`src/srb_pkg.sv`:
```
// shared types, codes and defaults for the stream reassembly buffer
package srb_pkg;

	// default sizes handed to the top-level parameters
	localparam int WINDOW_BYTES_DEF    = 4096;
	localparam int CHUNK_BYTES_MAX_DEF = 8;
	localparam int READ_BYTES_MAX_DEF  = 64;

	// operation codes
	localparam logic [1:0] OP_INSERT = 2'd0;
	localparam logic [1:0] OP_READ   = 2'd1;
	localparam logic [1:0] OP_CLEAR  = 2'd2;

	// result status codes
	localparam logic [1:0] ST_OK    = 2'd0;
	localparam logic [1:0] ST_DROP  = 2'd1;
	localparam logic [1:0] ST_EMPTY = 2'd2;

	// input item
	typedef struct packed {
		logic [1:0]  opcode;
		logic [31:0] chunk_offset;
		logic [3:0]  chunk_length;
		logic [63:0] chunk_bytes;
		logic [6:0]  read_max;
	} srb_in_t;

	// result item
	typedef struct packed {
		logic [31:0] start_offset;
		logic [7:0]  data_byte;
		logic [6:0]  byte_count;
		logic        last;
		logic [12:0] buffered_bytes;
		logic [12:0] available_bytes;
		logic [1:0]  status;
	} srb_out_t;

	// controller to datapath commands
	typedef struct packed {
		logic       load_in;
		logic       wipe_step;
		logic       wipe_finish;
		logic       ins_step;
		logic       scan_start;
		logic       scan_step;
		logic       rd_start;
		logic       rd_emit;
		logic       emit_simple;
		logic [1:0] emit_status;
	} srb_cmd_t;

	// datapath to controller status
	typedef struct packed {
		logic [1:0] opcode;
		logic       ins_empty;
		logic       ins_drop;
		logic       ins_last;
		logic       wipe_last;
		logic       scan_done;
		logic       rd_empty;
		logic       rd_last;
		logic       out_free;
	} srb_sts_t;

endpackage

```
`src/srb_ctrl.sv`:
```
// control state machine of the stream reassembly buffer
module srb_ctrl import srb_pkg::*; (
	input  logic     clk,
	input  logic     arst_n,
	input  logic     in_valid,
	output logic     in_ready,
	output srb_cmd_t cmd,
	input  srb_sts_t sts
);

	typedef enum logic [8:0] {
		S_INIT   = 9'b000000001,
		S_IDLE   = 9'b000000010,
		S_DECODE = 9'b000000100,
		S_INS    = 9'b000001000,
		S_SCAN0  = 9'b000010000,
		S_SCAN   = 9'b000100000,
		S_CLR    = 9'b001000000,
		S_RD     = 9'b010000000,
		S_EMIT   = 9'b100000000
	} state_t;

	state_t     state_q, state_d;
	logic [1:0] st_q, st_d;

	// next state and commands
	always_comb begin
		state_d = state_q;
		st_d    = st_q;
		cmd     = '0;
		case (state_q)
			S_INIT: begin
				cmd.wipe_step = 1'b1;
				if (sts.wipe_last) begin
					state_d = S_IDLE;
				end
			end
			S_IDLE: begin
				if (in_valid) begin
					cmd.load_in = 1'b1;
					state_d     = S_DECODE;
				end
			end
			S_DECODE: begin
				case (sts.opcode)
					OP_INSERT: begin
						if (sts.ins_empty) begin
							st_d    = ST_OK;
							state_d = S_EMIT;
						end else if (sts.ins_drop) begin
							st_d    = ST_DROP;
							state_d = S_EMIT;
						end else begin
							state_d = S_INS;
						end
					end
					OP_READ: begin
						if (sts.rd_empty) begin
							st_d    = ST_EMPTY;
							state_d = S_EMIT;
						end else begin
							cmd.rd_start = 1'b1;
							state_d      = S_RD;
						end
					end
					OP_CLEAR: begin
						state_d = S_CLR;
					end
					default: begin
						st_d    = ST_OK;
						state_d = S_EMIT;
					end
				endcase
			end
			S_INS: begin
				cmd.ins_step = 1'b1;
				if (sts.ins_last) begin
					state_d = S_SCAN0;
				end
			end
			S_SCAN0: begin
				cmd.scan_start = 1'b1;
				state_d        = S_SCAN;
			end
			S_SCAN: begin
				cmd.scan_step = 1'b1;
				if (sts.scan_done) begin
					st_d    = ST_OK;
					state_d = S_EMIT;
				end
			end
			S_CLR: begin
				cmd.wipe_step = 1'b1;
				if (sts.wipe_last) begin
					cmd.wipe_finish = 1'b1;
					st_d            = ST_OK;
					state_d         = S_EMIT;
				end
			end
			S_RD: begin
				if (sts.out_free) begin
					cmd.rd_emit = 1'b1;
					if (sts.rd_last) begin
						state_d = S_IDLE;
					end
				end
			end
			S_EMIT: begin
				if (sts.out_free) begin
					cmd.emit_simple = 1'b1;
					state_d         = S_IDLE;
				end
			end
			default: begin
				state_d = S_IDLE;
			end
		endcase
		cmd.emit_status = st_q;
	end

	// state registers
	always_ff @(posedge clk or negedge arst_n) begin
		if (!arst_n) begin
			state_q <= S_INIT;
			st_q    <= ST_OK;
		end else begin
			state_q <= state_d;
			st_q    <= st_d;
		end
	end

	assign in_ready = (state_q == S_IDLE);

endmodule

```
`config.mk`:
```
export PLATFORM = sky130hd
export DESIGN_NAME = srb_ctrl
export DESIGN_NICKNAME = d
export VERILOG_FILES = /design/src/srb_pkg.sv /design/src/srb_ctrl.sv
export SDC_FILE = /design/constraint.sdc
export NUM_CORES = 1
export LEC_CHECK = 0
export ABC_CLOCK_PERIOD_IN_PS = 2200
export CAP_MARGIN = 5
export CORE_MARGIN = 5
export CORE_UTILIZATION = 30
export CTS_CLUSTER_SIZE = 14
export DETAILED_ROUTE_END_ITERATION = 12
export DONT_BUFFER_PORTS = 1
export GPL_TIMING_DRIVEN = 1
export PLACE_DENSITY = 0.49
export SYNTH_ARGS = -nofsm -noshare
export SYNTH_HDL_FRONTEND = slang
export SYNTH_SLANG_ARGS = --single-unit
```
`constraint.sdc`:
```
create_clock -name clk -period 2.2 [get_ports clk]
set_clock_uncertainty 0.15 [all_clocks]
set_input_delay 0 -clock clk [delete_from_list [all_inputs] [get_ports clk]]
set_output_delay 0 -clock clk [all_outputs]
set_load 0.03 [all_outputs]
```
Word level (Yosys, flattened, before mapping) --
Index checks and enable logic that the tools add are counted.
Cells by class: equality and inequality tests 22, multiplexer cells 34, reductions and logical operators 5
Operators by type and width (number):
- $mux 9 | 11
- $pmux 9 s9 | 1
- $pmux 9 s3 | 1
- $ne 2x2->1 const B | 9
- $mux 1 | 14
- $pmux 2 s3 | 2
- $mux 2 | 5
- $eq 9x1->1 const B | 1
- $eq 9x2->1 const B | 1
- $eq 9x3->1 const B | 1
- $eq 9x4->1 const B | 1
- $eq 9x5->1 const B | 1
- $eq 9x6->1 const B | 1
- $eq 9x7->1 const B | 1
- $eq 9x8->1 const B | 1
- $eq 9x9->1 const B | 1
- $reduce_and 8->1 | 1
- $reduce_and 6->1 | 1
- $ne 4x4->1 const B | 1
- $ne 3x3->1 const B | 1
- $reduce_bool 3->1 | 1
- $eq 2x1->1 const B | 1
- $eq 2x2->1 const B | 1
- $logic_not 2->1 | 1
- $reduce_or 2->1 | 1
Storage, ports and cells: register bits 11, output and inout bits 12, logic and storage cells 63

Depth between registers and ports, before layout --
Gate-level depths: netlist of run 1.
word-level depth 4, mapped depth 6, gate-level depth less buffers 5

Worst setup path after synthesis of run 1 --
No wires, ideal clock.
path kind reg2reg, from register state_q[5], to register state_q[7], arrival 2.417 ns, data required time 1.981 ns, path slack -0.436 ns, stages on the path, launching flop included 6, buffers on the path 1, period minus slack after synthesis 2.636 ns, cell sequence dfrtp_1 -> buf_2 -> nor4_4 -> nand4b_1 -> nor4b_1 -> or2_2
Between the ends: cells in the longest elaborated chain, start to end 3
RTL lines:
- start, declared | RTL line srb_ctrl.sv:23 | state_t state_q, state_d;
- start signal, assigned | RTL line srb_ctrl.sv:127 | state_q <= state_d;
- $eq 9x4->1, or another cell as far along | RTL line srb_ctrl.sv:31 | case (state_q)
- $ne 2x2->1 (no line)
- $reduce_and 8->1 (no line)
Several ways; a longest one is shown, not always the timed one. A chain may end at the register's enable or synchronous reset.

==> flow_results.org, run 1 <==
** Floorplanning
- Top-Level Pins :: 25
- Die Area :: approximately 3700 um2
- Die span in y :: 60.5 um
- Starting density of the core :: between 30% and 40%
- The floorplan step set the die width to 60.5 um.
- The core region is about 2500 um2.
- Row generation in the floorplan step produced 18 rows.

** Routing
- Remaining antenna violation count after routing :: 0
- After detailed routing, the average wire length per cell comes to ~15 um.
- In the routed design, unresolved DRC markers number 0.
- Detailed-route vias per instance :: 5.46
- For this block, the initial DRC count from the detailed router was 23.
- DR vias :: about 780
- Drt first pass iters :: 4
- Total wirelength of the detailed-routed design :: around 2200 um

** Hold path
- Type of the most critical hold path :: primary input to register
- The path with the worst hold slack has its endpoint at st_q[0]$_DFFE_PN0P_.
- The startpoint identified for the worst hold timing path is sts[9].
- Instance count along the most critical hold path :: 4

** Critical path
- Max stage delay on crit path :: 0.46 ns
- FF-to-FF path depth :: 5
- The critical path in this run is classified as register to output pin.
- STA classifies the critical path startpoint as a register.
- The endpoint identified for the worst register-to-register timing path is state_q[3]$_DFFE_PN0P_.
- Traced cell by cell, the critical path runs through nor4_4 > nand4b_1 > buf_4 > nor4b_4 > buf_6.
- Crit path capture type :: output pin
- Worst endpoint required time :: roughly 2 ns
- Along the worst path, the maximum fanout reaches 5.
- The kind of cell with the highest combined delay along the critical path is simple AND/OR/NAND/NOR gates.
- For this design, the slowest cell found on the critical path is dfrtp_2.
- FF-to-FF setup slack :: 0.10 ns
- The worst register-to-register path begins at state_q[4]$_DFFE_PN0P_.
- Counting both buffers and inverters, the worst setup path holds a total of 2.
- Data on the critical path arrives at its endpoint at 1.96 ns.

** Layout
- Final Net Count :: 126
- Counting the fill cells in the layout gives roughly 240.
- Number of antenna diodes :: 0
- Area Growth Syn to Fin :: 43.0%
- Fraction of layout cells with a size suffix above 1 :: a little under a third

** GRT
- The via count of the first global-routing pass was slightly below 800.
- First-pass GRT wire length :: between 3000 and 4000 um
- Number of antenna violations at the first check in global routing :: 0
- Maximum number of pins on one net before global-route repair :: 12
- Summed over all layers, the global routing overflow is 0.
- Global routing consumed, over all layers together, a little over an eighth of the routing resources.

** Synth
- Synthesis instantiated 40 different standard cells from the library.
- Syn. warnings :: 0
- Top cell type by total area after synthesis :: dfrtp_1
- Top-area cell type share of the netlist area :: 32.7%
- Flip-flop and latch count after synthesis :: 11
- The synthesized design contains 0 enable-type register cells.
- The number of nets handed over by synthesis was between 90 and 100.
- Average instance area after synthesis :: slightly above 9 um2
- Among all flip-flop cells after synthesis, the most frequent one is dfrtp_1.
- Netlist Area Pre-Place :: 766 um2
- Top area cells in the synthesized netlist :: dfrtp_1, nor4b_1, nor4_4
- Sequential cell area fraction in the yosys report :: between 30 and 40%
- Synth Instances :: 84
- Fraction of registers with async set or reset after synthesis :: 100%

** Place
- At the end of routability-driven placement, the weighted congestion stood at between 0.6 and 0.7.
- OpenSTA, run right after detailed placement, puts the worst setup slack at ~0.18 ns.
- The count of buffers added on input and output ports is 0.
- Dpl hpwl :: 1590 um

** Power and ir drop
- Summed over all cells, the static leakage comes to around 0.48 nW.
- Across the VDD grid, the largest voltage drop is between 0.5 and 0.6 mV.
- Power Total :: a little under 0.001 W
- PwrDens :: ~880 nW/um2

** Clocking
- Clock transition time at the flip-flop clock pins of the worst setup and hold paths :: about 0.070 ns
- Total CTS buffers :: 3
- For this design, the sink count on the clock tree is 11.
- Clk Latency, worst-skew pair :: 0.28 ns
- The clock passes through at most 2 buffers.
- In this run the clock root is driven by a clkbuf_4.
- In this run the number of H-tree levels came out at 1.
- Clock tree from TritonCTS :: yes

** Timing
- The number of max-slew violations in the final report came to 0.
- Endpoints failing hold :: 1
- Setup repair after global routing missed its margin :: true
- Across all hold checks on the routed design, the worst slack comes to -0.000677 ns.
- The worst pin sits at a relative slew slack of around 62%.
- Final total negative setup slack :: 0 ns
- For this run, the top clock speed supported by timing is approximately 470 MHz.
- Worst Setup Slack, final :: between 0.09 and 0.1 ns
- At the pin with the least slew margin, the transition time is approximately 0.57 ns.
- Setup violators final :: 0
- Of the available clock period, the critical path in the final layout requires roughly 96%.
- The clock period could shrink to 2.11 ns.

** Outcome
- The run finished, with violations left.
- The final reports fail on hold timing.

** Job
- Across the run, the number of max-cap violations was 0.
[sequential cells by signal (all words and copies together), names as in the netlist]
| name | count |
|---|---|
| state_q | 9 |
| st_q | 2 |
[synthesized netlist by cell type, drive strengths merged, types with 2 or more instances]
master and count:
nand3b 3, nor3 3, o21ai 5, and2 3, nor4b 5, inv 3, nand2b 2, dfrtp 10
a21oi 2, nor4 3, buf 3, nand3 2, or4 2, nor2 11, nand2 5, nand4b 2
[tightest hold or removal path: stages]
cell and delay, ns:
nor2_1 0.03, o21ai_0 0.09, a21oi_2 0.09, a22o_1 0.18
[worst max-delay path by stage]
| stage | slack [ns] | cells past startpoint | end | start |
|---|---|---|---|---|
| floorplan | 0.02 | 5 | state_q[7]$_DFFE_PN0P_ | state_q[5]$_DFFE_PN0P_ |
| global placement | 0.24 | 5 | st_q[0]$_DFFE_PN0P_ | state_q[0]$_DFFE_PN1P_ |
| detailed placement | 0.18 | 5 | st_q[0]$_DFFE_PN0P_ | state_q[7]$_DFFE_PN0P_ |
| CTS | 0.04 | 5 | cmd[4] | state_q[4]$_DFFE_PN0P_ |
| global route | -0.03 | 5 | cmd[4] | state_q[4]$_DFFE_PN0P_ |
| finish | 0.09 | 5 | cmd[4] | state_q[4]$_DFFE_PN0P_ |
[final cells by class]
class	instances	area, um2	share of cell area [%]
multi-input cells	66	495	45.3
flip-flops and latches	11	278	25.4
repair buffers	28	246	22.5
well taps	30	37.5	3.43
clock buffers	4	26.3	2.40
inverters	3	11.3	1.03
[per-layer routing]
metal | up-vias | track usage [%] | routed length [um] | share of wire (%)
met5 | - | 0 | 0 | 0
met4 | 0 | 6.50 | 48 | 2.2
met3 | 5 | 1.91 | 105 | 4.8
met2 | 19 | 21.6 | 1080 | 49
met1 | 381 | 17.7 | 963 | 44
li1 | 370 | - | - | -
[metrics by stage]
step	instance area (um2)	cells	utilization [%]
6_report	1090	142	44.6
5_1_grt	1090	142	44.6
4_1_cts	1060	140	43.1
3_5_place_dp	880	122	35.8
3_3_place_gp	880	122	35.8
2_1_floorplan	772	84	-
[what timing repair did]
item / CTS / global route
pin swaps: 1 / 2
buffers inserted: 1 / 2
setup endpoints to repair: 2 / 4
endpoints found under the hold margin: 22 / 0
hold buffers: 13 / 0
gates resized for setup: 2 / 5
[where the power goes]
group / leakage, nW / internal (W) / switching [W]
logic: 0.326 / 0.000254 / 0.000233
registers: 0.143 / 0.000241 / 0.0000909
clock network: 0.0150 / 0.0000705 / 0.0000761
[logic make-up (layout without fill, tap and decap cells)]
| family | count (synthesis) | count (layout) | synth area share [%] |
|---|---|---|---|
| xor+xnor | 1 | 1 | 1.14 |
| compound gates | 18 | 18 | 17.8 |
| simple gates | 46 | 46 | 39.5 |
| flops | 11 | 11 | 36.1 |
| mux | 1 | 1 | 1.31 |
| buf+inv | 7 | 35 | 4.08 |
[placed cells by master, fill, tap and decap left out, types with 2 or more instances in the layout]
| master | Yosys | layout |
|---|---|---|
| buf_4 | 0 | 14 |
| dlygate4sd3_1 | 0 | 13 |
| nor2_1 | 11 | 11 |
| dfrtp_1 | 10 | 9 |
| nand2_1 | 5 | 4 |
| o21ai_0 | 4 | 4 |
| nand3b_1 | 3 | 3 |
| inv_1 | 3 | 3 |
| and2_1 | 3 | 3 |
| nor4b_1 | 5 | 3 |
| clkbuf_4 | 0 | 3 |
| nor4_4 | 2 | 2 |
| nor3_1 | 3 | 2 |
| nand4b_1 | 2 | 2 |
| nor4b_4 | 0 | 2 |
| nand3_1 | 2 | 2 |
| nand2b_1 | 2 | 2 |
(Power assumes the default switching activity.)
==> run 2, diff against run 1 <==
SETUP_SLACK_MARGIN = 0.4   (was default)
==> flow_results.org, run 2 (synthesis results as in run 1) <==
** Outcome
- The flow ran to the end, but the final reports show violations.
- The final reports fail on hold timing.

** Layout
- The flip-flop count of the largest register after layout is 9 (unchanged).
- Commonest non-fill, non-tap cells in the layout :: buf_4, dlygate4sd3_1, dfrtp_1
- The largest registers in the layout are state_q (9), st_q (2).
- Area Growth Syn to Fin :: 67.5%
- Area of all placed cells without fillers :: 1280 um2 (+17%)
- Commonest non-fill, non-tap cell in the layout :: buf_4
- The register with the most flip-flops in the final layout is state_q.
- The final cell count without fillers is 151 (+6.3%).
- The number of nets in the layout was 135 (+7.1%).
- Fraction of layout cells with a size suffix above 1 :: 49.6% (+19 points)
- The diode insertion count for antenna repair was 0 (unchanged).

** Timing
- The worst hold slack was -0.00283 ns (-0.00216 ns).
- The number of max-slew violations in the final report was 0 (unchanged).
- The fraction of the cycle the final worst path needs came to 97.6% (+1.7 points).
- The final sum of negative setup slack is 0 ns (unchanged).
- Remaining max-slew budget at the tightest pin :: 63.0% (+0.93 points)
- The highest clock rate was 466 MHz (-1.8%).
- The count of final hold-check violations was 5 (+4).
- Setup repair after global routing missed its margin :: true
- The final critical delay including setup and external delays came to 2.15 ns (+0.0378 ns).
- Setup violators final :: 0 (unchanged)
- The slew at the pin with the worst max-slew slack was 0.553 ns (-0.0137 ns).
- The minimum setup slack in the final design is 0.0533 ns (-0.0378 ns).

** Place
- The total half-perimeter wirelength after legalization and detailed placement was 1610 um (+0.70%).
- # port buffers :: 0 (unchanged)
- Post-Place Worst Slack :: 0.114 ns (-0.0698 ns)
- The placer congestion estimate was 0.776 (+14%).
- Placement-stage cell area :: 866 um2 (-1.6%)
- The number of instances in the placed design came to 117 (-4.1%).

** Critical path
- Startpoint kind of the worst setup timing path :: register
- The largest fanout of any net on the critical path is 5 (unchanged).
- Crit path kind :: register to output pin
- Crit path capture type :: output pin
- The signal arrival time at the worst endpoint was 2.00 ns (+0.04 ns).
- The required time of the critical path came to 2.05 ns (about the same).

** Clocking
- Total CTS buffers :: 3 (unchanged)
- Clock transition time at the flip-flop clock pins of the worst setup and hold paths :: 0.08 ns (about the same)
- Clock Sink Count :: 11 (unchanged)
- The maximum clock path buffer count was 2 (unchanged).
- The level count of the clock H-tree is 1 (unchanged).
- Buffer cell driving the clock tree root :: clkbuf_4
- Clk Latency, worst-skew pair :: 0.27 ns (about the same)
- TritonCTS built the clock tree.

** Routing
- The overall routed net length was 2570 um (+17%).
- The post-detailed-route wirelength per cell was 17.0 um (+10%).
- The total via count in the routed design is 823 (+6.2%).
- Number of remaining DRC errors :: 0 (unchanged)
- Remaining antenna violation count after routing :: 0 (unchanged)
- The average vias per placed instance is 5.45 (-0.14%).
- The DRC marker count from the first detailed-route iteration is 19 (-17%).
- Drt first pass iters :: 4 (unchanged)

** GRT
- First-pass GRT wire length :: 4120 um (+14%)
- The largest net degree at the start of global routing is 12 (unchanged).
- The total track usage is 15.5% (+2.1 points).
- The number of antenna violations at the first check in global routing was 0 (unchanged).
- The aggregate global routing overflow came to 0 (unchanged).
- Number of global-route vias before repair :: 849 (+9.5%)

** Floorplanning
- The floorplan row count was 18 (unchanged).
- The total die area is 3660 um2 (unchanged).
- The starting utilization of the core area came to 31.2% (unchanged).
- Width of the chip :: 60.5 um (unchanged)
- The core region area was 2450 um2 (unchanged).
- The height of the die came to 60.5 um (unchanged).
- Top-Level Pins :: 25 (unchanged)

** Power and ir drop
- Worst supply voltage drop on vdd :: 0.550 mV (-1.4%)
- Power Total :: 0.00112 W (+16%)
- The leakage power figure was 0.569 nW (+18%).
- The power density over the cells was 872 nW/um2 (-1.2%).

** Hold path
- Type of the most critical hold path :: primary input to async pin

** Job
- Max Cap Violations :: 0 (unchanged)
run 2: worst max-delay path, cell delays in order, from the launching register on:
cell and delay (ns):
dfrtp_1 0.41, buf_4 0.15, or4_4 0.50, nor4_4 0.25, buf_4 0.19, nand2_4 0.05, nor2_4 0.18
run 2: report_power, final:
| group | internal, W | switching [W] |
|---|---|---|
| registers | 0.000243 | 0.0000955 |
| logic | 0.000345 | 0.000289 |
| clock network | 0.0000702 | 0.0000751 |
run 2: layout make-up:
type                    instances  area [um2]
repair buffers                 37         327
flip-flops and latches         11         279
multi-input cells              66         602
fillers                       234        1170
well taps                      30        37.5
inverters                       3        11.3
clock buffers                   4        26.3
run 2: layer usage:
layer / global-route usage [%] / share of wire [%] / up-vias / routed length, um
li1: - / - / 391 / -
met1: 18.7 / 41 / 402 / 1050
met2: 26.2 / 51 / 26 / 1320
met3: 3.83 / 6.3 / 4 / 163
met4: 6.50 / 1.5 / 0 / 38
met5: 0 / 0 / - / 0
run 2: final timing paths:
path	depth (start not counted)	slack (ns)	endpoint	startpoint
setup / recovery	6	0.05	cmd[5]	state_q[7]$_DFFE_PN0P_
hold / removal	1	-0.003	state_q[7]$_DFFE_PN0P_	arst_n
setup reg to reg	6	0.07	st_q[1]$_DFFE_PN0P_	state_q[7]$_DFFE_PN0P_
hold reg to reg	1	0.57	st_q[1]$_DFFE_PN0P_	st_q[1]$_DFFE_PN0P_
max in group asynchronous	1	1.50	state_q[4]$_DFFE_PN0P_	arst_n
min in group clk	1	0	cmd[10]	in_valid
run 2: stage by stage:
| stage | utilization (%) | hold slack [ns] |
|---|---|---|
| 2_1_floorplan | - | -0.446 |
| 3_3_place_gp | 35.3 | -0.445 |
| 3_5_place_dp | 35.3 | -0.445 |
| 4_1_cts | 48.2 | 0.0102 |
| 5_1_grt | 52.2 | 0.00349 |
| 6_report | 52.2 | -0.00283 |
run 2: timing repair:
action,4_1_cts,5_1_grt
setup buffers,12,6
setup endpoints to repair,17,20
hold buffers,12,0
pin swaps,11,11
gates resized for setup,18,13
gates cloned,0,0
hold endpoints to repair,23,0
==> run 3, diff against run 2 <==
CORE_MARGIN = 2   (was 5)
==> flow_results.org, run 3 (synthesis results as in run 1) <==
** Routing
- The remaining routing DRC violations was 0 (unchanged).
- Total wirelength of the detailed-routed design :: 2260 um (-12%)
- WL per Instance :: 15.1 um (-11%)
- DR vias :: 796 (-3.3%)
- The number of routed nets with antenna violations is 0 (unchanged).
- The detailed-router iteration count before antenna repair was 4 (unchanged).
- The DRC marker count from the first detailed-route iteration is 10 (-9).
- Detailed-route vias per instance :: 5.34 (-2.0%)

** Floorplanning
- Width of the chip :: 54.5 um (-9.9%)
- The height of the die is 54.5 um (-9.9%).
- Total number of placement rows :: 18 (unchanged)
- Top-Level Pins :: 25 (unchanged)
- The total die area came to 2970 um2 (-19%).
- Starting density of the core :: 31.2% (unchanged)
- The core region area came to 2450 um2 (unchanged).

** Power and ir drop
- The leakage power figure was 0.523 nW (-8.2%).
- Worst supply voltage drop on vdd :: 0.445 mV (-19%)
- The power density over the cells was 876 nW/um2 (+0.45%).
- Power Total :: 0.00108 W (-3.6%)

** Place
- The total of buffers placed on input and output ports is 0 (unchanged).
- Number of placed cells counting well taps :: 117 (unchanged)
- Dpl hpwl :: 1520 um (-5.2%)
- The worst-case setup slack after placement came to 0.139 ns (+0.0253 ns).
- The placer congestion estimate is 0.790 (+1.8%).

** Timing
- Clock period minus worst slack :: 2.06 ns (-0.0834 ns)
- Remaining max-slew budget at the tightest pin :: 64.0% (+1.0 points)
- Maximum clock rate :: 485 MHz (+4.0%)
- Final total negative setup slack :: 0 ns (unchanged)
- The slew at the pin with the worst max-slew slack is 0.538 ns (-0.0149 ns).
- Fin. max-slew vios :: 0 (unchanged)
- Setup repair after global routing could not meet its margin everywhere.
- The fraction of the cycle the final worst path needs came to 93.8% (-3.8 points).
- The count of final hold-check violations was 0 (-5).
- Setup violators final :: 0 (unchanged)
- Worst Setup Slack, final :: 0.137 ns (+0.0834 ns)

** Critical path
- In this run the critical register-to-register path is launched from state_q[1]$_DFFE_PN0P_.
- Grouping stages by cell kind, the critical path spends the most delay in simple AND/OR/NAND/NOR gates.
- Standard cell with the maximum stage delay on the critical path :: or4_4
- The largest fanout of any net on the critical path came to 5 (unchanged).
- Max stage delay on crit path :: 0.56 ns (+0.06 ns)
- Walking the worst path, the cells encountered are or4_4 > nor4_4 > buf_4 > nand2_1 > nor2_4.
- The worst setup path is captured at an output pin.
- Number of buffer and inverter instances along the worst setup path :: 1 (-1)
- Crit path kind :: register to output pin
- The depth of the worst register-to-register path came to 5 (-1).
- The required time of the critical path was 2.05 ns (about the same).
- FF-to-FF setup slack :: 0.20 ns (+0.13 ns)
- The worst setup path is launched from a register.
- Crit Reg-Reg Endpoint :: st_q[1]$_DFFE_PN0P_
- The signal arrival time at the worst endpoint was 1.91 ns (-0.09 ns).

** Clocking
- The total CTS buffers came to 3 (unchanged).
- In this run the clock root is driven by a clkbuf_4.
- The level count of the clock H-tree was 1 (unchanged).
- The clock latency on the worst-skew pair was 0.26 ns (about the same).
- Clock transition time at the flip-flop clock pins of the worst setup and hold paths :: 0.08 ns (about the same)
- The maximum clock path buffer count came to 2 (unchanged).
- The number of sinks on the clock net came to 11 (unchanged).
- TritonCTS built the clock tree.

** Layout
- Number of antenna diodes :: 0 (unchanged)
- Count of fill cells added during filler insertion :: 229 (-2.1%)
- The total area of multi-input combinational cells is 557 um2 (-7.5%).
- The largest registers in the layout are state_q (9), st_q (2).
- The number of nets in the layout was 133 (-1.5%).
- Register name with the most flops :: state_q
- Commonest non-fill, non-tap cell in the layout :: buf_4
- Fraction of layout cells with a size suffix above 1 :: 46.2% (-3.4 points)
- The final cell count without fillers was 149 (-1.3%).
- The flip-flop count of the largest register after layout is 9 (unchanged).
- The area growth from synthesis to layout is 60.8%.
- Commonest non-fill, non-tap cells in the layout :: buf_4, dlygate4sd3_1, nor2_1, buf_6, dfrtp_1
- The final core utilization is 50.2% (-2.1 points).
- Register cell area after layout :: 280 um2 (+0.45%)

** GRT
- Number of antenna violations at the first check in global routing :: 0 (unchanged)
- All-Layer GR Usage :: 17.6% (+2.1 points)
- First-pass GRT wire length :: 3750 um (-9.1%)
- The largest net degree at the start of global routing came to 12 (unchanged).
- Number of global-route vias before repair :: 816 (-3.9%)
- The aggregate global routing overflow was 0 (unchanged).

** Job
- Max Cap Violations :: 0 (unchanged)

** Hold path
- The worst hold path belongs to the class primary input to async pin.

** Outcome
- Result of the run :: completed
-- run 3: final cells by class --
class	count	share of cell area, %
Clock buffer	4	2.13
Inverter	3	0.915
Multi-Input combinational cell	66	45.2
Sequential cell	11	22.8
Tap cell	30	3.05
Timing Repair Buffer	35	25.9
-- run 3: layer usage --
| metal | GRT usage, % | part of all wire (%) | vias to the layer above |
|---|---|---|---|
| met5 | 0 | 0 | - |
| met4 | 3.75 | 0.44 | 0 |
| met3 | 4.37 | 5.3 | 2 |
| met2 | 27.3 | 48 | 23 |
| met1 | 24.6 | 46 | 382 |
| li1 | - | - | 389 |
-- run 3: worst max path at each step --
stage | startpoint | to | slack, ns | cells past startpoint
after floorplan | state_q[5]$_DFFE_PN0P_ | state_q[7]$_DFFE_PN0P_ | 0.22 | 5
final | state_q[1]$_DFFE_PN0P_ | cmd[5] | 0.14 | 5
after global placement | state_q[1]$_DFFE_PN0P_ | st_q[0]$_DFFE_PN0P_ | 0.17 | 5
after CTS | state_q[1]$_DFFE_PN0P_ | cmd[5] | 0.11 | 5
after global routing | state_q[1]$_DFFE_PN0P_ | cmd[5] | 0.04 | 5
after detailed placement | state_q[1]$_DFFE_PN0P_ | st_q[0]$_DFFE_PN0P_ | 0.14 | 5
-- run 3: per-stage QoR --
step / hold WS (ns) / area [um2]
2_1_floorplan: -0.446 / 808
3_3_place_gp: -0.445 / 866
3_5_place_dp: -0.445 / 866
4_1_cts: 0.0113 / 1180
5_1_grt: 0.0252 / 1230
6_report: 0.000608 / 1230
-- run 3: report_power, final --
group          internal [W]  switching [W]
registers          0.000243      0.0000967
clock network     0.0000700      0.0000703
logic              0.000325       0.000272
-- run 3: what timing repair did --
| action | 4_1_cts | 5_1_grt |
|---|---|---|
| endpoints found under the hold margin | 23 | 0 |
| hold buffers | 12 | 0 |
| gates resized for setup | 22 | 4 |
| setup endpoints to repair | 16 | 18 |
| setup buffers | 11 | 5 |
| pin swaps | 8 | 6 |
